$ cat src/design/abhcc_pkg.sv
`default_nettype none
// ----------------------------------------------------------------------------
// abhcc_pkg
// Shared widths, register indexes and fixed constants of the adaptive blue
// hue contour check.
// ----------------------------------------------------------------------------
package abhcc_pkg;

   // Field widths of the point and result beats.
   localparam int HUE_W   = 8;
   localparam int SAT_W   = 8;
   localparam int RATIO_W = 7;
   localparam int COUNT_W = 11;
   localparam int HALF_W  = 16;

   // Configuration port.
   localparam int CSR_IDX_W  = 3;
   localparam int CSR_DATA_W = 8;

   typedef logic [CSR_IDX_W-1:0] csr_idx_type;

   localparam csr_idx_type REG_SAT_MIN       = 3'd0;
   localparam csr_idx_type REG_RATIO_PERCENT = 3'd1;
   localparam csr_idx_type REG_LOW_FLOOR     = 3'd2;
   localparam csr_idx_type REG_LOW_CEIL      = 3'd3;
   localparam csr_idx_type REG_HIGH_FLOOR    = 3'd4;
   localparam csr_idx_type REG_HIGH_CEIL     = 3'd5;
   localparam csr_idx_type REG_NEAR_MARGIN   = 3'd6;
   localparam csr_idx_type REG_FAR_MARGIN    = 3'd7;

   // Register reset values.
   localparam logic [SAT_W-1:0]   SAT_MIN_RST       = 8'd100;
   localparam logic [RATIO_W-1:0] RATIO_PERCENT_RST = 7'd12;
   localparam logic [HUE_W-1:0]   LOW_FLOOR_RST     = 8'd100;
   localparam logic [HUE_W-1:0]   LOW_CEIL_RST      = 8'd140;
   localparam logic [HUE_W-1:0]   HIGH_FLOOR_RST    = 8'd160;
   localparam logic [HUE_W-1:0]   HIGH_CEIL_RST     = 8'd200;
   localparam logic [HUE_W-1:0]   NEAR_MARGIN_RST   = 8'd5;
   localparam logic [HUE_W-1:0]   FAR_MARGIN_RST    = 8'd10;

   // Hue limits after reset.
   localparam logic [HUE_W-1:0] LOW_LIMIT_RST  = 8'd120;
   localparam logic [HUE_W-1:0] HIGH_LIMIT_RST = 8'd180;

   // A contour must have more than this many blue points to adapt the limits.
   localparam int BLUE_MIN_COUNT = 5;
   // Percent scale and the over-half threshold (floored percent above 50).
   localparam int PERCENT_SCALE = 100;
   localparam int HALF_PERCENT  = 50;

endpackage

`default_nettype wire

$ cat src/design/abhcc_channels.sv
`default_nettype none
// ----------------------------------------------------------------------------
// abhcc channels
// Valid/ready interfaces for contour points, contour results and register
// writes.
// ----------------------------------------------------------------------------

interface abhcc_req_if;
   logic                           valid;
   logic                           ready;
   logic [abhcc_pkg::HUE_W-1:0]    hue;
   logic [abhcc_pkg::SAT_W-1:0]    sat;
   logic                           last_point;

   modport source (output valid, output hue, output sat, output last_point, input ready);
   modport sink   (input valid, input hue, input sat, input last_point, output ready);
endinterface

interface abhcc_rsp_if;
   logic                           valid;
   logic                           ready;
   logic                           is_blue;
   logic                           over_half;
   logic [abhcc_pkg::COUNT_W-1:0]  blue_points;
   logic [abhcc_pkg::COUNT_W-1:0]  point_total;
   logic [abhcc_pkg::HALF_W-1:0]   over_half_contours;
   logic [abhcc_pkg::HUE_W-1:0]    low_hue_out;
   logic [abhcc_pkg::HUE_W-1:0]    high_hue_out;

   modport source (output valid, output is_blue, output over_half, output blue_points,
                   output point_total, output over_half_contours, output low_hue_out,
                   output high_hue_out, input ready);
   modport sink   (input valid, input is_blue, input over_half, input blue_points,
                   input point_total, input over_half_contours, input low_hue_out,
                   input high_hue_out, output ready);
endinterface

interface abhcc_csr_if;
   logic                              valid;
   logic                              ready;
   logic [abhcc_pkg::CSR_IDX_W-1:0]   index;
   logic [abhcc_pkg::CSR_DATA_W-1:0]  data;

   modport source (output valid, output index, output data, input ready);
   modport sink   (input valid, input index, input data, output ready);
endinterface

`default_nettype wire

$ cat src/design/adaptive_blue_hue_contour_check.sv
`default_nettype none
// ----------------------------------------------------------------------------
// adaptive_blue_hue_contour_check
// Classifies contours as blue from per-point hue and saturation and adapts
// the blue hue window from contour to contour.
// ----------------------------------------------------------------------------
// Usage:
// Contour points arrive on req_chan, one point per beat, with last_point set
// on the final point of a contour. Every point is taken in its own cycle;
// points that do not close a contour produce no result. The closing point
// produces one result beat on rsp_chan with the blue verdict, the counts,
// the saturating over-half count and the hue limits after adaptation.
// Registers are written on csr_chan, one beat per register; the user must
// write them only while the block is idle, which the block itself does not
// enforce; csr_chan is always ready. Flow: a point is registered in stage 1
// at acceptance and is then folded into the contour state; for a closing
// point the contour snapshot is registered in stage 2 and then moves into
// the output stage as the result beat. Throughput is one point per cycle
// while no closing point is held back by a stalled result side.
// Reset (synchronous) restores register defaults, hue limits 120 and 180,
// clears all counts and empties the pipeline. When the receiver stalls, the
// result and snapshot stages hold; ordinary points keep flowing until a
// closing point finds both stages occupied, then req_chan.ready drops.
// ----------------------------------------------------------------------------
module adaptive_blue_hue_contour_check #(
   parameter int MAX_POINTS = 1024,
   parameter int HUE_STEP   = 1
) (
   input  wire logic  clock,
   input  wire logic  reset,
   abhcc_req_if.sink   req_chan,
   abhcc_rsp_if.source rsp_chan,
   abhcc_csr_if.sink   csr_chan
);

   // Counter width: enough to hold MAX_POINTS itself.
   localparam int CW     = $clog2(MAX_POINTS + 1);
   // Product width for count times a percent value below 128.
   localparam int PW     = CW + 7;
   // Width used to zero-extend a count before masking it to the output field.
   localparam int CW_EXT = (CW > abhcc_pkg::COUNT_W) ? CW : abhcc_pkg::COUNT_W;
   localparam int HW     = abhcc_pkg::HUE_W;

   localparam logic [HW-1:0] STEP8 = HW'(HUE_STEP);
   localparam logic [HW:0]   STEP9 = (HW+1)'(HUE_STEP);

   // ------------------------------------------------------------------------
   // Configuration registers.
   // ------------------------------------------------------------------------
   logic [abhcc_pkg::SAT_W-1:0]   sat_min_ff;
   logic [abhcc_pkg::RATIO_W-1:0] ratio_ff;
   logic [HW-1:0]                 low_floor_ff, low_ceil_ff, high_floor_ff, high_ceil_ff;
   logic [HW-1:0]                 near_ff, far_ff;
   logic                          csr_write;

   assign csr_chan.ready = 1'b1;
   assign csr_write      = csr_chan.valid;

   always_ff @(posedge clock) begin
      if (reset) begin
         sat_min_ff    <= abhcc_pkg::SAT_MIN_RST;
         ratio_ff      <= abhcc_pkg::RATIO_PERCENT_RST;
         low_floor_ff  <= abhcc_pkg::LOW_FLOOR_RST;
         low_ceil_ff   <= abhcc_pkg::LOW_CEIL_RST;
         high_floor_ff <= abhcc_pkg::HIGH_FLOOR_RST;
         high_ceil_ff  <= abhcc_pkg::HIGH_CEIL_RST;
         near_ff       <= abhcc_pkg::NEAR_MARGIN_RST;
         far_ff        <= abhcc_pkg::FAR_MARGIN_RST;
      end else if (csr_write) begin
         unique case (csr_chan.index)
            abhcc_pkg::REG_SAT_MIN:       sat_min_ff    <= csr_chan.data;
            abhcc_pkg::REG_RATIO_PERCENT: ratio_ff      <= csr_chan.data[abhcc_pkg::RATIO_W-1:0];
            abhcc_pkg::REG_LOW_FLOOR:     low_floor_ff  <= csr_chan.data;
            abhcc_pkg::REG_LOW_CEIL:      low_ceil_ff   <= csr_chan.data;
            abhcc_pkg::REG_HIGH_FLOOR:    high_floor_ff <= csr_chan.data;
            abhcc_pkg::REG_HIGH_CEIL:     high_ceil_ff  <= csr_chan.data;
            abhcc_pkg::REG_NEAR_MARGIN:   near_ff       <= csr_chan.data;
            abhcc_pkg::REG_FAR_MARGIN:    far_ff        <= csr_chan.data;
            default: ;
         endcase
      end
   end

   // ------------------------------------------------------------------------
   // Pipeline handshakes. Stage 1 holds the accepted point. Stage 2 holds the
   // snapshot of a closed contour. The output stage holds the result beat.
   // ------------------------------------------------------------------------
   logic          s1_valid_ff;
   logic [HW-1:0] s1_hue_ff;
   logic [abhcc_pkg::SAT_W-1:0] s1_sat_ff;
   logic          s1_last_ff;

   logic          s2_valid_ff;
   logic [CW-1:0] s2_blue_ff, s2_total_ff;
   logic [HW-1:0] s2_low_ff, s2_high_ff;

   logic          out_valid_ff;

   logic move1, move2, req_accept;

   assign move2      = s2_valid_ff && (!out_valid_ff || rsp_chan.ready);
   // Ordinary points never need the snapshot slot.
   assign move1      = s1_valid_ff && (!s1_last_ff || !s2_valid_ff || move2);
   assign req_chan.ready = !s1_valid_ff || move1;
   assign req_accept = req_chan.valid && req_chan.ready;

   always_ff @(posedge clock) begin
      if (reset) begin
         s1_valid_ff <= 1'b0;
      end else if (req_chan.ready) begin
         s1_valid_ff <= req_chan.valid;
      end
   end

   always_ff @(posedge clock) begin
      if (req_accept) begin
         s1_hue_ff  <= req_chan.hue;
         s1_sat_ff  <= req_chan.sat;
         s1_last_ff <= req_chan.last_point;
      end
   end

   // ------------------------------------------------------------------------
   // Contour state: tallies, running blue hue window and the hue limits.
   // ------------------------------------------------------------------------
   logic [CW-1:0] blue_tally_ff, point_tally_ff;
   logic [HW-1:0] run_min_ff, run_max_ff;
   logic [HW-1:0] low_limit_ff, high_limit_ff;

   logic [CW-1:0] blue_nx, total_nx;
   logic [HW-1:0] run_min_nx, run_max_nx;
   logic          counted, point_blue;
   logic [HW-1:0] mn_a, mn, mx_a, mx;
   logic [HW:0]   lo_up, hi_up;
   logic [HW-1:0] lo_a, lo_b, hi_a, hi_b;
   logic          adapt;

   always_comb begin
      counted    = point_tally_ff < CW'(MAX_POINTS);
      point_blue = (s1_sat_ff > sat_min_ff) && (s1_hue_ff < high_limit_ff)
                   && (s1_hue_ff > low_limit_ff);

      blue_nx    = blue_tally_ff;
      total_nx   = point_tally_ff;
      run_min_nx = run_min_ff;
      run_max_nx = run_max_ff;
      if (counted) begin
         total_nx = point_tally_ff + CW'(1);
         if (point_blue) begin
            blue_nx = blue_tally_ff + CW'(1);
            if (s1_hue_ff > run_max_ff) run_max_nx = s1_hue_ff;
            if (s1_hue_ff < run_min_ff) run_min_nx = s1_hue_ff;
         end
      end

      // Clamp the observed window: floor then ceiling for the minimum,
      // ceiling then floor for the maximum.
      mn_a = (run_min_nx > low_floor_ff) ? run_min_nx : low_floor_ff;
      mn   = (mn_a < low_ceil_ff) ? mn_a : low_ceil_ff;
      mx_a = (run_max_nx < high_ceil_ff) ? run_max_nx : high_ceil_ff;
      mx   = (mx_a > high_floor_ff) ? mx_a : high_floor_ff;

      // Lower limit: move up when the minimum sits well above it, then move
      // down when the minimum comes close to the (possibly raised) limit.
      lo_a = low_limit_ff;
      if ({1'b0, mn} > ({1'b0, low_limit_ff} + {1'b0, far_ff})) begin
         lo_up = {1'b0, low_limit_ff} + STEP9;
         lo_a  = lo_up[HW] ? {HW{1'b1}} : lo_up[HW-1:0];
      end else begin
         lo_up = '0;
      end
      lo_b = lo_a;
      if ({1'b0, mn} < ({1'b0, lo_a} + {1'b0, near_ff})) begin
         lo_b = (lo_a < STEP8) ? '0 : lo_a - STEP8;
      end

      // Upper limit mirrors the lower one. The compares are rearranged so
      // that nothing goes negative.
      hi_a = high_limit_ff;
      if (({1'b0, mx} + {1'b0, far_ff}) < {1'b0, high_limit_ff}) begin
         hi_a = (high_limit_ff < STEP8) ? '0 : high_limit_ff - STEP8;
      end
      hi_b = hi_a;
      if (({1'b0, mx} + {1'b0, near_ff}) > {1'b0, hi_a}) begin
         hi_up = {1'b0, hi_a} + STEP9;
         hi_b  = hi_up[HW] ? {HW{1'b1}} : hi_up[HW-1:0];
      end else begin
         hi_up = '0;
      end

      adapt = blue_nx > CW'(abhcc_pkg::BLUE_MIN_COUNT);
   end

   always_ff @(posedge clock) begin
      if (reset) begin
         blue_tally_ff  <= '0;
         point_tally_ff <= '0;
         run_min_ff     <= abhcc_pkg::LOW_CEIL_RST;
         run_max_ff     <= abhcc_pkg::HIGH_FLOOR_RST;
         low_limit_ff   <= abhcc_pkg::LOW_LIMIT_RST;
         high_limit_ff  <= abhcc_pkg::HIGH_LIMIT_RST;
      end else if (move1) begin
         if (s1_last_ff) begin
            // Close the contour and reseed from the current clamp settings.
            blue_tally_ff  <= '0;
            point_tally_ff <= '0;
            run_min_ff     <= low_ceil_ff;
            run_max_ff     <= high_floor_ff;
            if (adapt) begin
               low_limit_ff  <= lo_b;
               high_limit_ff <= hi_b;
            end
         end else begin
            blue_tally_ff  <= blue_nx;
            point_tally_ff <= total_nx;
            run_min_ff     <= run_min_nx;
            run_max_ff     <= run_max_nx;
         end
      end
   end

   // Snapshot of a closed contour.
   always_ff @(posedge clock) begin
      if (reset) begin
         s2_valid_ff <= 1'b0;
      end else if (move1 && s1_last_ff) begin
         s2_valid_ff <= 1'b1;
      end else if (move2) begin
         s2_valid_ff <= 1'b0;
      end
   end

   always_ff @(posedge clock) begin
      if (move1 && s1_last_ff) begin
         s2_blue_ff  <= blue_nx;
         s2_total_ff <= total_nx;
         s2_low_ff   <= adapt ? lo_b : low_limit_ff;
         s2_high_ff  <= adapt ? hi_b : high_limit_ff;
      end
   end

   // ------------------------------------------------------------------------
   // Result stage: exact percent compares and the over-half count.
   // floor(100*blue/total) > 50 is the same as 100*blue >= 51*total.
   // ------------------------------------------------------------------------
   logic [PW-1:0] blue_scaled, ratio_scaled, half_scaled;
   logic          is_blue_nx, over_half_nx;
   logic [abhcc_pkg::HALF_W-1:0] half_tally_ff, half_tally_nx;

   logic                          out_is_blue_ff, out_over_half_ff;
   logic [abhcc_pkg::COUNT_W-1:0] out_blue_ff, out_total_ff;
   logic [HW-1:0]                 out_low_ff, out_high_ff;

   always_comb begin
      blue_scaled  = PW'(s2_blue_ff) * PW'(abhcc_pkg::PERCENT_SCALE);
      ratio_scaled = PW'(ratio_ff) * PW'(s2_total_ff);
      half_scaled  = PW'(s2_total_ff) * PW'(abhcc_pkg::HALF_PERCENT + 1);
      is_blue_nx   = blue_scaled > ratio_scaled;
      over_half_nx = blue_scaled >= half_scaled;
      half_tally_nx = half_tally_ff;
      if (over_half_nx && (half_tally_ff != {abhcc_pkg::HALF_W{1'b1}})) begin
         half_tally_nx = half_tally_ff + abhcc_pkg::HALF_W'(1);
      end
   end

   always_ff @(posedge clock) begin
      if (reset) begin
         out_valid_ff  <= 1'b0;
         half_tally_ff <= '0;
      end else begin
         if (move2) begin
            out_valid_ff  <= 1'b1;
            half_tally_ff <= half_tally_nx;
         end else if (rsp_chan.ready) begin
            out_valid_ff  <= 1'b0;
         end
      end
   end

   always_ff @(posedge clock) begin
      if (move2) begin
         out_is_blue_ff   <= is_blue_nx;
         out_over_half_ff <= over_half_nx;
         out_blue_ff      <= abhcc_pkg::COUNT_W'(CW_EXT'(s2_blue_ff));
         out_total_ff     <= abhcc_pkg::COUNT_W'(CW_EXT'(s2_total_ff));
         out_low_ff       <= s2_low_ff;
         out_high_ff      <= s2_high_ff;
      end
   end

   assign rsp_chan.valid              = out_valid_ff;
   assign rsp_chan.is_blue            = out_is_blue_ff;
   assign rsp_chan.over_half          = out_over_half_ff;
   assign rsp_chan.blue_points        = out_blue_ff;
   assign rsp_chan.point_total        = out_total_ff;
   assign rsp_chan.over_half_contours = half_tally_ff;
   assign rsp_chan.low_hue_out        = out_low_ff;
   assign rsp_chan.high_hue_out       = out_high_ff;

   // ------------------------------------------------------------------------
   // Assertions.
   // ------------------------------------------------------------------------
   a_blue_le_total: assert property (@(posedge clock) disable iff (reset)
      blue_tally_ff <= point_tally_ff)
      else $error("blue tally exceeds point tally");

   a_total_bounded: assert property (@(posedge clock) disable iff (reset)
      point_tally_ff <= CW'(MAX_POINTS))
      else $error("point tally beyond MAX_POINTS");

   a_limits_hold: assert property (@(posedge clock) disable iff (reset)
      !(move1 && s1_last_ff) |=> $stable(low_limit_ff) && $stable(high_limit_ff))
      else $error("hue limits moved without a closing point");

   a_half_monotonic: assert property (@(posedge clock) disable iff (reset)
      !$past(reset) |-> half_tally_ff >= $past(half_tally_ff))
      else $error("over-half count decreased");

   a_reset_empty: assert property (@(posedge clock)
      reset |=> !out_valid_ff && !s2_valid_ff && !s1_valid_ff)
      else $error("pipeline not empty after reset");

endmodule

`default_nettype wire

$ cat src/flat_wrapper.sv
// flat-port wrapper written by rule: the top's interface ports become plain ports
module adaptive_blue_hue_contour_check_flat 
#(
   parameter int MAX_POINTS = 1024,
   parameter int HUE_STEP   = 1
)
  (clock, reset, req_chan_valid, req_chan_hue, req_chan_sat, req_chan_last_point, req_chan_ready, rsp_chan_valid, rsp_chan_is_blue, rsp_chan_over_half, rsp_chan_blue_points, rsp_chan_point_total, rsp_chan_over_half_contours, rsp_chan_low_hue_out, rsp_chan_high_hue_out, rsp_chan_ready, csr_chan_valid, csr_chan_index, csr_chan_data, csr_chan_ready);
  abhcc_req_if req_chan_i ();
  abhcc_rsp_if rsp_chan_i ();
  abhcc_csr_if csr_chan_i ();
  input  wire logic clock;
  input  wire logic reset;
  input wire logic [$bits(req_chan_i.valid)-1:0] req_chan_valid;
  input wire logic [$bits(req_chan_i.hue)-1:0] req_chan_hue;
  input wire logic [$bits(req_chan_i.sat)-1:0] req_chan_sat;
  input wire logic [$bits(req_chan_i.last_point)-1:0] req_chan_last_point;
  output wire logic [$bits(req_chan_i.ready)-1:0] req_chan_ready;
  output wire logic [$bits(rsp_chan_i.valid)-1:0] rsp_chan_valid;
  output wire logic [$bits(rsp_chan_i.is_blue)-1:0] rsp_chan_is_blue;
  output wire logic [$bits(rsp_chan_i.over_half)-1:0] rsp_chan_over_half;
  output wire logic [$bits(rsp_chan_i.blue_points)-1:0] rsp_chan_blue_points;
  output wire logic [$bits(rsp_chan_i.point_total)-1:0] rsp_chan_point_total;
  output wire logic [$bits(rsp_chan_i.over_half_contours)-1:0] rsp_chan_over_half_contours;
  output wire logic [$bits(rsp_chan_i.low_hue_out)-1:0] rsp_chan_low_hue_out;
  output wire logic [$bits(rsp_chan_i.high_hue_out)-1:0] rsp_chan_high_hue_out;
  input wire logic [$bits(rsp_chan_i.ready)-1:0] rsp_chan_ready;
  input wire logic [$bits(csr_chan_i.valid)-1:0] csr_chan_valid;
  input wire logic [$bits(csr_chan_i.index)-1:0] csr_chan_index;
  input wire logic [$bits(csr_chan_i.data)-1:0] csr_chan_data;
  output wire logic [$bits(csr_chan_i.ready)-1:0] csr_chan_ready;
  assign req_chan_i.valid = req_chan_valid;
  assign req_chan_i.hue = req_chan_hue;
  assign req_chan_i.sat = req_chan_sat;
  assign req_chan_i.last_point = req_chan_last_point;
  assign req_chan_ready = req_chan_i.ready;
  assign rsp_chan_valid = rsp_chan_i.valid;
  assign rsp_chan_is_blue = rsp_chan_i.is_blue;
  assign rsp_chan_over_half = rsp_chan_i.over_half;
  assign rsp_chan_blue_points = rsp_chan_i.blue_points;
  assign rsp_chan_point_total = rsp_chan_i.point_total;
  assign rsp_chan_over_half_contours = rsp_chan_i.over_half_contours;
  assign rsp_chan_low_hue_out = rsp_chan_i.low_hue_out;
  assign rsp_chan_high_hue_out = rsp_chan_i.high_hue_out;
  assign rsp_chan_i.ready = rsp_chan_ready;
  assign csr_chan_i.valid = csr_chan_valid;
  assign csr_chan_i.index = csr_chan_index;
  assign csr_chan_i.data = csr_chan_data;
  assign csr_chan_ready = csr_chan_i.ready;
  adaptive_blue_hue_contour_check #(.MAX_POINTS(MAX_POINTS), .HUE_STEP(HUE_STEP)) u_core (.clock(clock), .reset(reset), .req_chan(req_chan_i), .rsp_chan(rsp_chan_i), .csr_chan(csr_chan_i));
endmodule
$ cat config.mk
export PLATFORM = sky130hd
export DESIGN_NAME = adaptive_blue_hue_contour_check_flat
export DESIGN_NICKNAME = d
export VERILOG_FILES = /design/src/design/abhcc_pkg.sv /design/src/design/abhcc_channels.sv /design/src/design/adaptive_blue_hue_contour_check.sv /design/src/flat_wrapper.sv
export SDC_FILE = /design/constraint.sdc
export NUM_CORES = 1
export LEC_CHECK = 0
export ABC_AREA = 1
export ABC_CLOCK_PERIOD_IN_PS = 15780
export BUFFER_PORTS_ARGS = -buffer_cell sky130_fd_sc_hd__buf_2
export CORE_ASPECT_RATIO = 1.2
export CORE_MARGIN = 3
export CORE_UTILIZATION = 35
export CTS_CLUSTER_SIZE = 24
export DETAILED_ROUTE_END_ITERATION = 10
export GPL_TIMING_DRIVEN = 0
export REMOVE_ABC_BUFFERS = 1
export SYNTH_ARGS = -nofsm -noshare
export SYNTH_HDL_FRONTEND = slang
export SYNTH_SLANG_ARGS = --single-unit
$ cat constraint.sdc
create_clock -name clock -period 15.78 [get_ports clock]
set_input_delay 1.578 -clock clock [delete_from_list [all_inputs] [get_ports clock]]
set_output_delay 1.578 -clock clock [all_outputs]
set_load 0.01 [all_outputs]
Yosys cells after proc, flatten, opt, wreduce, memory -nomap -nowiden
Index checks and enable logic that the tools add are counted.
W data, S select, Z words.
{"block": "totals", "register_bits": 231, "inputBits": 33, "output_inout_bits": 59, "wordCells": 131}
{"block": "op_classes", "n_addsub": 11, "mul": 3, "n_lt_le_gt_ge": 19, "n_eq_ne": 8, "muxes": 31, "reduce_logical": 28}
{"operator": "$mux W8", "count": 22}
{"operator": "$mux W11", "count": 5}
{"operator": "$gt A8 B8 Y1", "count": 5}
{"operator": "$add A8 B8 Y9", "count": 4}
{"operator": "$lt A8 B8 Y1", "count": 4}
{"operator": "$add A11 B1 Y11 const B", "count": 2}
{"operator": "$reduce_and A2 Y1", "count": 10}
{"operator": "$add A8 B1 Y9 const B", "count": 2}
{"operator": "$ge A18 B17 Y1", "count": 1}
{"operator": "$gt A18 B18 Y1", "count": 1}
{"operator": "$mul A7 B11 Y18", "count": 1}
{"operator": "$mul A11 B6 Y17 const B", "count": 1}
{"operator": "$add A16 B1 Y16 const B", "count": 1}
{"operator": "$lt A8 B1 Y1 const B", "count": 2}
{"operator": "$mul A11 B5 Y16 const B", "count": 1}
{"operator": "$ne A16 B16 Y1 const B", "count": 1}
{"operator": "$sub A8 B1 Y8 const B", "count": 2}
{"operator": "$eq A3 B3 Y1 const B", "count": 4}
{"operator": "$gt A11 B3 Y1 const B", "count": 1}
{"operator": "$lt A11 B11 Y1 const B", "count": 1}
{"operator": "$gt A8 B9 Y1", "count": 1}
{"operator": "$gt A9 B8 Y1", "count": 1}
{"operator": "$lt A8 B9 Y1", "count": 1}
{"operator": "$lt A9 B8 Y1", "count": 1}
{"operator": "other kinds (8)", "count": 25}

Longest topological paths before layout
Gate-level depths: netlist of the first run.
{"block": "depth", "ltp_word": 16, "ltp_mapped": 75, "mapped_depth_nobuf": 72}

Worst setup path after synthesis of the first run
OpenSTA, ideal clock, no wires.
{"block": "synth_timing", "path_type": "register to register", "from": "reg u_core.low_limit_ff[2]", "to": "reg u_core.s2_low_ff[6], data pin", "setup_ns": 0.253, "t_arrival_ns": 8.165, "required_ns": 15.527, "setup_slack_ns": 7.362, "path_stages_with_launch": 63, "n_path_buf": 3, "period_less_slack_ns": 8.418, "path_cell_list": "dfxtp_1 > inv_1 > ha_1 > nand2_1 > nor2_1 > nand2_1 > inv_1 > nor2_1 > nand2_1 > inv_1 > nand2_2 > nor2_2 > inv_1 > clkbuf_1 > o21ai_0 > inv_1 > ha_1 > inv_1 > (+27 left out) > nand3_1 > nand2_1 > nand3_1 > o211ai_1 > xnor2_1 > ha_1 > a21oi_1 > nor2_1 > a21oi_1 > nand2_1 > inv_1 > nand3_1 > nor2_2 > nand2_1 > nand2_1 > nand2_1 > nand2_2 > nand2_1"}
{"block": "synth_via", "elab_chain_len": 14, "elab_cells_between_ends": 23, "classes_between": "4 x add/sub; 7 x order compare; 11 x mux; 1 x reduce/logical"}
{"element": "start, declared", "line": "adaptive_blue_hue_contour_check.sv:128", "text": "logic [HW-1:0] low_limit_ff, high_limit_ff;"}
{"element": "start signal, assigned", "line": "adaptive_blue_hue_contour_check.sv:200", "text": "low_limit_ff <= abhcc_pkg::LOW_LIMIT_RST;"}
{"element": "start signal, assigned", "line": "adaptive_blue_hue_contour_check.sv:210", "text": "low_limit_ff <= lo_b;"}
{"element": "$gt A8 B8 Y1", "line": "adaptive_blue_hue_contour_check.sv:141", "text": "&& (s1_hue_ff > low_limit_ff);"}
{"element": "$logic_and A1 B1 Y1", "line": "adaptive_blue_hue_contour_check.sv:141"}
{"element": "$mux W8", "line": "adaptive_blue_hue_contour_check.sv:149", "text": "if (point_blue) begin"}
{"element": "$mux W8", "line": "adaptive_blue_hue_contour_check.sv:147", "text": "if (counted) begin"}
{"element": "$gt A8 B8 Y1", "line": "adaptive_blue_hue_contour_check.sv:158", "text": "mn_a = (run_min_nx > low_floor_ff) ? run_min_nx : low_floor_ff;"}
{"element": "$mux W8", "line": "adaptive_blue_hue_contour_check.sv:158"}
{"element": "$lt A8 B8 Y1", "line": "adaptive_blue_hue_contour_check.sv:159", "text": "mn = (mn_a < low_ceil_ff) ? mn_a : low_ceil_ff;"}
{"element": "$mux W8", "line": "adaptive_blue_hue_contour_check.sv:159"}
{"element": "$gt A8 B9 Y1", "line": "adaptive_blue_hue_contour_check.sv:166", "text": "if ({1'b0, mn} > ({1'b0, low_limit_ff} + {1'b0, far_ff})) begin"}
{"element": "$mux W8", "line": "adaptive_blue_hue_contour_check.sv:166"}
{"element": "$add A8 B8 Y9, or another cell as far along", "line": "adaptive_blue_hue_contour_check.sv:173", "text": "if ({1'b0, mn} < ({1'b0, lo_a} + {1'b0, near_ff})) begin"}
{"element": "$lt A8 B9 Y1 / $mux W8 (equally long branches)", "line": "adaptive_blue_hue_contour_check.sv:173, adaptive_blue_hue_contour_check.sv:174"}
{"element": "$mux W8", "line": "adaptive_blue_hue_contour_check.sv:173"}
{"element": "$mux W8 *", "line": "adaptive_blue_hue_contour_check.sv:237", "text": "s2_low_ff <= adapt ? lo_b : low_limit_ff;"}
{"element": "end signal, assigned", "line": "adaptive_blue_hue_contour_check.sv:237"}
{"element": "end, declared", "line": "adaptive_blue_hue_contour_check.sv:95", "text": "logic [HW-1:0] s2_low_ff, s2_high_ff;"}
Every way passes the cells marked *; elsewhere a longest branch is shown, timed or not.
A chain may end at the register's enable or synchronous reset.

Final worst setup path of the first run
{"block": "layout_timing", "from": "reg u_core.s1_hue_ff[1]", "to": "reg u_core.s2_high_ff[1], data pin"}
{"block": "layout_via", "elab_chain_len": 16, "elab_cells_between_ends": 24, "classes_between": "3 x add/sub; 8 x order compare; 11 x mux; 2 x reduce/logical"}
{"element": "start, declared", "line": "adaptive_blue_hue_contour_check.sv:89", "text": "logic [HW-1:0] s1_hue_ff;"}
{"element": "start signal, assigned", "line": "adaptive_blue_hue_contour_check.sv:117", "text": "s1_hue_ff <= req_chan.hue;"}
{"element": "$lt A8 B8 Y1", "line": "adaptive_blue_hue_contour_check.sv:140", "text": "point_blue = (s1_sat_ff > sat_min_ff) && (s1_hue_ff < high_limit_ff)"}
{"element": "$logic_and A1 B1 Y1", "line": "adaptive_blue_hue_contour_check.sv:140"}
{"element": "$logic_and A1 B1 Y1", "line": "adaptive_blue_hue_contour_check.sv:141"}
{"element": "$mux W8", "line": "adaptive_blue_hue_contour_check.sv:149"}
{"element": "$mux W8", "line": "adaptive_blue_hue_contour_check.sv:147"}
{"element": "$lt A8 B8 Y1", "line": "adaptive_blue_hue_contour_check.sv:160", "text": "mx_a = (run_max_nx < high_ceil_ff) ? run_max_nx : high_ceil_ff;"}
{"element": "$mux W8", "line": "adaptive_blue_hue_contour_check.sv:160"}
{"element": "$gt A8 B8 Y1", "line": "adaptive_blue_hue_contour_check.sv:161", "text": "mx = (mx_a > high_floor_ff) ? mx_a : high_floor_ff;"}
{"element": "$mux W8", "line": "adaptive_blue_hue_contour_check.sv:161"}
{"element": "$add A8 B8 Y9", "line": "adaptive_blue_hue_contour_check.sv:180", "text": "if (({1'b0, mx} + {1'b0, far_ff}) < {1'b0, high_limit_ff}) begin"}
{"element": "$lt A9 B8 Y1", "line": "adaptive_blue_hue_contour_check.sv:180"}
{"element": "$mux W8", "line": "adaptive_blue_hue_contour_check.sv:180"}
{"element": "$add A8 B1 Y9", "line": "adaptive_blue_hue_contour_check.sv:185", "text": "hi_up = {1'b0, hi_a} + STEP9;"}
{"element": "$mux W8", "line": "adaptive_blue_hue_contour_check.sv:186", "text": "hi_b = hi_up[HW] ? {HW{1'b1}} : hi_up[HW-1:0];"}
{"element": "$mux W8", "line": "adaptive_blue_hue_contour_check.sv:184", "text": "if (({1'b0, mx} + {1'b0, near_ff}) > {1'b0, hi_a}) begin"}
{"element": "$mux W8 *", "line": "adaptive_blue_hue_contour_check.sv:238", "text": "s2_high_ff <= adapt ? hi_b : high_limit_ff;"}
{"element": "end signal, assigned", "line": "adaptive_blue_hue_contour_check.sv:238"}
{"element": "end, declared", "line": "adaptive_blue_hue_contour_check.sv:95"}
Marked as above.

==> run metrics, run 1 <==
crit path capture type=flip-flop; pin count of the biggest net entering global routing=65; share of cells above drive strength 1=7.97%; Mapped Area=18900 sq um; Final Cycle Share=67.9%; mean post-synth cell area=7.86 sq um; Syn-to-layout area delta=11.7%; endpoints failing hold=0; Max Clk Rate=0.0933 GHz; Vias=15600; Post-route DRC=0; CTS H-tree lvls=1; Pre-antenna DRT Iters=5; IO Count=92; Crit path top cell by count=nand2_1; Final setup viols=0; ys flop type=dfxtp_1; Initial DRC Count=773; Initial Util=35.6%; Rows=92; Peak VDD IR=0.0865 mV; clk sinks=231; first-pass GRT wire length=76.9 mm; RSZ-0062 raised after global routing=false; All-Layer GR Usage=16.8%; Hold Buf Count CTS=0; critical path arrival=10.98 ns; Root Driver=clkbuf_16; final worst setup slack=5.06 ns; number of max-cap violations=0; post-DR wirelength/cell=14.9 um; CP Class=reg -> reg; status=complete, no violations; core area=53000 sq um; library cells used by synthesis=57; Synth area leaders=ha_1 18%, edfxtp_1 15%, dfxtp_1 14%; Leakage Power=0.0106 uW; top cells by count, synth=509 x nand2_1, 435 x inv_1, 278 x ha_1; Num CTS Buffers=28; Period minus WS final=10.72 ns; TritonCTS clock tree=yes; Via density=4.87; Placement Setup Slack=5.15 ns; postcts setup bufs=0; Final Skew=0.0166 ns; final WL=47.8 mm; Final nets=2853; post-synth top area share=18.4%; Power, Total=2060 uW; Worst-Skew Late Latency=0.57 ns; CP max FO=16; DRT antenna net count=0; # resized after CTS=0; Critical Path Max Stage Delay=0.75 ns; Seq/Total Area, Yosys=29.6%; actual slew at the worst max-slew pin=1.21 ns; die width=218 um; vias in the first global route=15500; n_diodes=0; slowest CP cell=a21oi_1; Warnings, synthesis=0; EDFF count, synth=95; fraction of registers with async set/reset=0%; Final Slew Violations=0; gpl congestion=0.886; CP required=16.04 ns; min-delay worst type=reg -> reg; Synth area leader=ha_1; clock-pin slew on the worst setup and hold paths=0.06 ns; antenna violations before repair=0; power per cell area=97.5 nW/um^2; count leader, synth=nand2_1; Port-buffer cells=90; die area=56700 sq um; gr ovfl total=0; Post-Synthesis Cells=2399; fill count=5445; clock tree buffer depth=3; #FFs+latches synth=231; slew margin rel.=18.9%; setup TNS=0 ns; Detailed Place HPWL=37.9 mm; die height=260 um; Startpoint Class=flip-flop
## path summary, 6_finish.rpt
path                        from                             end  slack, ns  cells after the start
max          u_core.s1_hue_ff[1]            u_core.s2_high_ff[1]       5.06                     52
min          u_core.s2_low_ff[2]  u_core.rsp_chan.low_hue_out[2]       0.42                      0
max reg2reg  u_core.s1_hue_ff[1]            u_core.s2_high_ff[1]       5.06                     52
min reg2reg  u_core.s2_low_ff[2]  u_core.rsp_chan.low_hue_out[2]       0.42                      0
## placed cells by master, fill, tap and decap left out, types with 16 or more instances in the layout
| cell type | instances |
|---|---|
| nand2_1 | 509 |
| xor2_1 | 64 |
| nand2_2 | 21 |
| inv_1 | 433 |
| o211ai_1 | 18 |
| o21ai_0 | 131 |
| nand4_1 | 16 |
| nor2_1 | 155 |
| o21bai_1 | 19 |
| dfxtp_1 | 136 |
| buf_2 | 90 |
| nand3_1 | 96 |
| ha_1 | 278 |
| a21oi_1 | 163 |
| fa_1 | 68 |
| clkbuf_16 | 30 |
| edfxtp_1 | 95 |
| xnor2_1 | 26 |
## per-stage QoR
step / area (sq um) / hold WS (ns) / utilization (%) / instances
detailed placement: 20100 / 0.407 / 38.0 / 3149
finish: 21100 / 0.417 / 39.8 / 3201
CTS: 21100 / 0.417 / 39.8 / 3201
global placement: 20000 / 0.403 / 37.8 / 3145
floorplan: 18700 / 0.400 / - / 2350
global route: 21100 / 0.414 / 39.8 / 3201
## cell type report
class | count | area [sq um] | share of cell area [%]
Sequential cell | 231 | 5580 | 26.4
Tap cell | 705 | 882 | 4.18
Clock buffer | 33 | 772 | 3.66
Multi-Input combinational cell | 1678 | 11500 | 54.4
Timing Repair Buffer | 94 | 538 | 2.55
Clock inverter | 19 | 185 | 0.878
Inverter | 441 | 1660 | 7.87
## report_power, final
part	total, uW	internal [uW]	switching, uW
Sequential	653	635	17.7
Clock	665	399	266
Combinational	738	264	474
Total	2060	1300	758
## worst max-delay path, delay by kind of cell, from the launching register on
kind,cells,cell delay (ns)
AO/OA/AOI/OAI,16,4.24
AND/OR/NAND/NOR,26,2.93
adder cells (fa/ha/maj),6,2.10
flip-flops,1,0.62
buffers and inverters,3,0.41
XOR/XNOR,1,0.13
## flip-flops by register name (all words and copies together) (netlist names), 11 cells and up
name	flops
u_core.point_tally_ff	11
u_core.rsp_chan.blue_points	11
u_core.blue_tally_ff	11
u_core.s2_total_ff	11
u_core.rsp_chan.point_total	11
u_core.s2_blue_ff	11
u_core.rsp_chan.over_half_contours	16
## routing by layer
layer | GRT usage [%] | vias to the layer above | wire [um]
met5 | 0 | - | 0
met4 | 6.13 | 0 | 1630
met3 | 1.90 | 83 | 1610
met2 | 31.9 | 262 | 25000
met1 | 19.2 | 7303 | 19500
li1 | - | 7929 | -
## cells by family after synthesis
logic type	synth area share [%]
AND/OR/NAND/NOR	18.8
flip-flops	29.6
XOR/XNOR	4.18
buffers and inverters	9.84
AO/OA/AOI/OAI	11.9
adder cells (fa/ha/maj)	25.7
multiplexers	0.0531
other	0.0199
No activity file was read; power rests on OpenSTA's default activity.
==> run 2: changes to the inputs <==
--- a/config.mk
+++ b/config.mk
@@ -6,7 +6,7 @@
 export NUM_CORES = 1
 export LEC_CHECK = 0
 export ABC_AREA = 1
-export ABC_CLOCK_PERIOD_IN_PS = 15780
+export ABC_CLOCK_PERIOD_IN_PS = 10450
 export BUFFER_PORTS_ARGS = -buffer_cell sky130_fd_sc_hd__buf_2
 export CORE_ASPECT_RATIO = 1.2
 export CORE_MARGIN = 3
==> constraint.sdc (replaced) <==
create_clock -name clock -period 10.45 [get_ports clock]
set_input_delay 1.045 -clock clock [delete_from_list [all_inputs] [get_ports clock]]
set_output_delay 1.045 -clock clock [all_outputs]
set_load 0.01 [all_outputs]
==> run 2 against run 1 <==
Via count up 0.77%. Worst setup slack worse by 4.1 ns. First-iteration DRC count up 4.5%. Global-route usage about the same.
==> run metrics, run 2 (same netlist as run 1, synthesis figures left out) <==
Rows=92 (unchanged); Post-route DRC=0 (unchanged); n_diodes=0 (unchanged); CTS H-tree lvls=1 (unchanged); Initial DRC Count=808 (was 773); Hold Buf Count CTS=0 (unchanged); Critical Path Max Stage Delay=0.52 ns (was 0.75 ns); number of max-cap violations=0 (unchanged); antenna violations before repair=0 (unchanged); Final Skew=0.0154 ns (was 0.0166 ns); Initial Util=35.6% (unchanged); most common cell after layout, fill and taps aside=nand2_1 (unchanged); CP max FO=16 (unchanged); Vias=15700 (was 15600); Power, Total=3140 uW (was 2060 uW); post-DR wirelength/cell=15.0 um (was 14.9 um); Final setup viols=0 (unchanged); power per cell area=148 nW/um^2 (was 97.5 nW/um^2); Syn-to-layout area delta=12.7% (was 11.7%); crit path capture type=flip-flop (unchanged); Root Driver=clkbuf_16 (unchanged); Worst-Skew Late Latency=0.57 ns (about the same); CP required=10.71 ns (was 16.04 ns); gr ovfl total=0 (unchanged); Final Slew Violations=0 (unchanged); TritonCTS clock tree=yes (unchanged); final WL=48.2 mm (was 47.8 mm); Worst Path Buf+Inv=6 (was 3); slowest CP cell=edfxtp_1 (was a21oi_1); endpoints failing hold=0 (unchanged); All-Layer GR Usage=16.8% (about the same); Leakage Power=0.0107 uW (was 0.0106 uW); Final nets=2870 (was 2853); CP Class=reg -> reg (unchanged); clock-pin slew on the worst setup and hold paths=0.06 ns (about the same); fill count=5432 (was 5445); Max Clk Rate=0.106 GHz (was 0.0933 GHz); die height=260 um (unchanged); Detailed Place HPWL=37.9 mm (unchanged); actual slew at the worst max-slew pin=1.23 ns (was 1.21 ns); clock tree buffer depth=3 (unchanged); final non-filler cell area=21300 sq um (was 21100 sq um); Final Cycle Share=90.6% (was 67.9%); first-pass GRT wire length=76.9 mm (about the same); Largest register FFs=16 (unchanged); vias in the first global route=15500 (about the same); die width=218 um (unchanged); die area=56700 sq um (unchanged); hold slack=0.417 ns (about the same); DRT antenna net count=0 (unchanged); crit-path leading delay family=compound AO/OA/AOI/OAI gates (unchanged); Port-buffer cells=90 (unchanged); Via density=4.88 (was 4.87); Period minus WS final=9.47 ns (was 10.72 ns); IO Count=92 (unchanged); gpl congestion=0.886 (unchanged); core area=53000 sq um (unchanged); min-delay worst type=reg -> reg (unchanged); Pre-antenna DRT Iters=6 (was 5); critical path arrival=9.72 ns (was 10.98 ns); RSZ-0062 raised after global routing=false (unchanged); placed cell area=20100 sq um (unchanged); slew margin rel.=17.5% (was 18.9%); Num CTS Buffers=28 (unchanged); clk sinks=231 (unchanged); most frequent cells in the layout=506 x nand2_1, 429 x inv_1, 278 x ha_1 (was 509 x nand2_1, 433 x inv_1, 278 x ha_1); status=complete, no violations (unchanged); share of cells above drive strength 1=9.11% (was 7.97%); Startpoint Class=flip-flop (unchanged); Peak VDD IR=0.140 mV (was 0.0865 mV); pin count of the biggest net entering global routing=65 (unchanged)
[run 2: cell types whose count changed in the layout (fill, tap and decap cells not counted), moves of 3 or more]
cell and delta:
nand2_2 +3, inv_1 -4, buf_4 +16, o21ai_1 +12, nand2_1 -3, o21ai_0 -14
[run 2: worst paths after layout]
path / slack (ns) / from / cells after the start / end
worst min register to register: 0.42 / u_core.s2_low_ff[2] / 0 / u_core.rsp_chan.low_hue_out[2]
worst max-delay path: 0.98 / u_core.s1_hue_ff[0] / 46 / u_core.s2_high_ff[1]
worst max register to register: 0.98 / u_core.s1_hue_ff[0] / 46 / u_core.s2_high_ff[1]
worst min-delay path: 0.42 / u_core.s2_low_ff[2] / 0 / u_core.rsp_chan.low_hue_out[2]
[run 2: area by class of cell]
cell class	count	area, sq um	area share (%)
multi-input cells	1678	11500	54.2
flip-flops and latches	231	5580	26.2
clock inverters	19	185	0.871
repair buffers	111	663	3.12
inverters	441	1670	7.84
clock buffers	33	772	3.63
well taps	705	882	4.15
[run 2: repair_timing]
action / CTS / global route
endpoints found under the setup margin: 16 / 32
resized for setup: 1 / 28
cloned: 0 / 0
pin swaps: 0 / 4
buffers inserted: 0 / 17
[run 2: report_power, final]
group / switching, uW / leakage, uW / total, uW / internal (uW)
Combinational: 734 / 0.00826 / 1150 / 418
Sequential: 23.2 / 0.00200 / 982 / 959
Clock: 402 / 0.000469 / 1000 / 602
[run 2: layer usage]
layer | wire [um] | track usage (%) | part of all wire (%)
met1 | 19700 | 19.2 | 41
met2 | 25200 | 31.9 | 52
met3 | 1750 | 1.90 | 3.6
met4 | 1670 | 6.13 | 3.5
met5 | 0 | 0 | 0
[run 2: through the flow]
step                worst slack (ns)  setup TNS [ns]  utilization (%)  instances
floorplan                       1.99               0                -       2350
CTS                           0.0629               0             39.8       3201
global placement             -0.0740         -0.0885             37.8       3145
finish                         0.985               0             40.1       3218
detailed placement            -0.179          -0.446             38.0       3149
global route                  0.0342               0             40.1       3218
==> run 3: changes to the inputs <==
--- a/config.mk
+++ b/config.mk
@@ -10,10 +10,11 @@
 export BUFFER_PORTS_ARGS = -buffer_cell sky130_fd_sc_hd__buf_2
 export CORE_ASPECT_RATIO = 1.2
 export CORE_MARGIN = 3
-export CORE_UTILIZATION = 35
+export CORE_UTILIZATION = 55
 export CTS_CLUSTER_SIZE = 24
 export DETAILED_ROUTE_END_ITERATION = 10
 export GPL_TIMING_DRIVEN = 0
+export PLACE_DENSITY = 0.73
 export REMOVE_ABC_BUFFERS = 1
 export SYNTH_ARGS = -nofsm -noshare
 export SYNTH_HDL_FRONTEND = slang
==> run 3 against run 2 <==
Via count grew 0.89%. Routed wire length fell by 5.0%. Utilization up 22 points. Critical path depth rose by 14. Die area fell by 36%. Critical path type unchanged. Critical endpoint is now u_core.low_limit_ff[6]. Largest cell class unchanged.
==> run metrics, run 3 (same netlist as run 1, synthesis figures left out) <==
All-Layer GR Usage=24.6% (was 16.8%); fin cells=2945 (was 3218); gr ovfl total=0 (unchanged); status=complete, no violations (unchanged); Final Slew Violations=0 (unchanged); final non-filler cell area=20700 sq um (was 21300 sq um); gpl congestion=0.916 (was 0.886); Root Driver=clkbuf_16 (unchanged); vias in the first global route=15300 (was 15500); Rows=73 (was 92); Syn-to-layout area delta=9.87% (was 12.7%); Worst R2R Path Depth=60 (was 46); flop2flop setup slack=0.80 ns (was 0.98 ns); die area=36600 sq um (was 56700 sq um); Placement Setup Slack=-0.253 ns (was -0.179 ns); most common cell after layout, fill and taps aside=nand2_1 (unchanged); Crit path top cell by count=nand2_1; power per cell area=148 nW/um^2 (about the same); pin count of the biggest net entering global routing=65 (unchanged); die height=209 um (was 260 um); CP required=10.89 ns (was 10.71 ns); Detailed Place HPWL=35.6 mm (was 37.9 mm); Critical R2R Launch=u_core.s1_hue_ff[2] (was u_core.s1_hue_ff[0]); post-DR wirelength/cell=15.6 um (was 15.0 um); Initial DRC Count=1025 (was 808); clk sinks=231 (unchanged); Final nets=2854 (was 2870); Largest register FFs=16 (unchanged); CP max FO=13 (was 16); Power, Total=3060 uW (was 3140 uW); hold slack=0.419 ns (was 0.417 ns); Port-buffer cells=90 (unchanged); number of max-cap violations=0 (unchanged); Via density=5.38 (was 4.88); hold_sp=u_core.s2_low_ff[0] (was u_core.s2_low_ff[2]); endpoints failing hold=0 (unchanged); IO Count=92 (unchanged); Leakage Power=0.0106 uW (was 0.0107 uW); Initial Util=56.3% (was 35.6%); Worst-Skew Late Latency=0.55 ns (was 0.57 ns); critical path arrival=10.09 ns (was 9.72 ns); slowest CP cell=edfxtp_1 (unchanged); Worst Hold End=u_core.rsp_chan.low_hue_out[0] (was u_core.rsp_chan.low_hue_out[2]); final worst setup slack=0.801 ns (was 0.985 ns); n_diodes=0 (unchanged); actual slew at the worst max-slew pin=1.24 ns (was 1.23 ns); most frequent cells in the layout=506 x nand2_1, 430 x inv_1, 278 x ha_1 (was 506 x nand2_1, 429 x inv_1, 278 x ha_1); R2R Path End=u_core.low_limit_ff[6] (was u_core.s2_high_ff[1]); Post-route DRC=0 (unchanged); Final Cycle Share=92.3% (was 90.6%); placed cell area=19800 sq um (was 20100 sq um); first-pass GRT wire length=74.1 mm (was 76.9 mm); Final setup viols=0 (unchanged); DRT antenna net count=0 (unchanged); slew margin rel.=16.8% (was 17.5%); Critical Path Max Stage Delay=0.61 ns (was 0.52 ns); Num CTS Buffers=26 (was 28); crit path capture type=flip-flop (unchanged); worst hold stages=0 (unchanged); final WL=45.8 mm (was 48.2 mm); Max Clk Rate=0.104 GHz (was 0.106 GHz); Startpoint Class=flip-flop (unchanged); clock tree buffer depth=3 (unchanged); min-delay worst type=reg -> reg (unchanged); DP Cell Count=2894 (was 3149); TritonCTS clock tree=yes (unchanged); share of cells above drive strength 1=8.42% (was 9.11%); Peak VDD IR=0.114 mV (was 0.140 mV); Pre-antenna DRT Iters=6 (unchanged); CP Class=reg -> reg (unchanged); clock-pin slew on the worst setup and hold paths=0.06 ns (about the same); die width=175 um (was 218 um); core area=33500 sq um (was 53000 sq um); Vias=15800 (was 15700); Period minus WS final=9.65 ns (was 9.47 ns); antenna violations before repair=0 (unchanged); Final Skew=0.0187 ns (was 0.0154 ns); CTS H-tree lvls=1 (unchanged)
-- run 3: cell types whose count changed in the layout (fill, tap and decap cells not counted), moves of 2 or more --
| cell | before | now |
|---|---|---|
| buf_4 | 16 | 3 |
| clkbuf_16 | 30 | 27 |
| clkbuf_8 | 1 | 3 |
| clkinv_2 | 7 | 4 |
| o21ai_0 | 117 | 119 |
-- run 3: layout make-up --
type                       count  area (sq um)
sequential                   231          5580
inverter                     441          1660
tap                          450           563
multi-input combinational   1678         11500
timing repair buffer          97           556
fill                        2973         12800
clock buffer                  32           724
clock inverter                16           151
-- run 3: layer usage --
layer  wire length [um]  part of all wire [%]  global-route usage, %  vias up
met5                  0                     0                      0        -
met4               1620                   3.5                   9.36        0
met3               2080                   4.5                   2.42       97
met2              23700                    52                   46.0      376
met1              18400                    40                   29.0     7449
li1                   -                     -                      -     7914
-- run 3: how the worst max path moves through the flow --
| stage | cells after the start | start | endpoint | slack, ns |
|---|---|---|---|---|
| 6_report | 60 | u_core.s1_hue_ff[2] | u_core.low_limit_ff[6] | 0.80 |
| 3_3_place_gp | 52 | u_core.s1_hue_ff[1] | u_core.s2_high_ff[1] | -0.12 |
| 5_1_grt | 65 | u_core.low_limit_ff[2] | u_core.low_limit_ff[6] | -0.02 |
| 2_1_floorplan | 49 | u_core.low_limit_ff[2] | u_core.s2_high_ff[1] | 1.99 |
| 4_1_cts | 47 | u_core.s1_hue_ff[1] | u_core.s2_high_ff[1] | 0.09 |
| 3_5_place_dp | 52 | u_core.s1_hue_ff[1] | u_core.s2_high_ff[1] | -0.25 |
-- run 3: critical path, delay by kind of cell (launching register included) --
family,cells,cell delay (ns)
xor+xnor,1,0.16
simple gates,31,2.92
fa+ha+maj,7,2.24
buf+inv,9,1.13
compound gates,12,2.49
flops,1,0.61
-- run 3: per-stage QoR --
stage | util [%] | TNS (ns)
2_1_floorplan | - | 0
3_3_place_gp | 58.7 | -0.123
3_5_place_dp | 59.0 | -1.31
4_1_cts | 61.7 | 0
5_1_grt | 61.8 | -0.0383
6_report | 61.8 | 0
-- run 3: what timing repair did --
| action | in CTS | in global routing |
|---|---|---|
| buffers inserted | 0 | 3 |
| gates resized for setup | 2 | 22 |
| pin swaps | 0 | 2 |
| endpoints found under the setup margin | 16 | 32 |
| hold buffers | 0 | 0 |
| endpoints found under the hold margin | 0 | 0 |
-- run 3: report_power, final --
group / switching [uW] / total [uW] / internal (uW)
sequential: 25.8 / 984 / 958
clock: 382 / 928 / 546
combinational: 737 / 1150 / 409
total: 1140 / 3060 / 1910
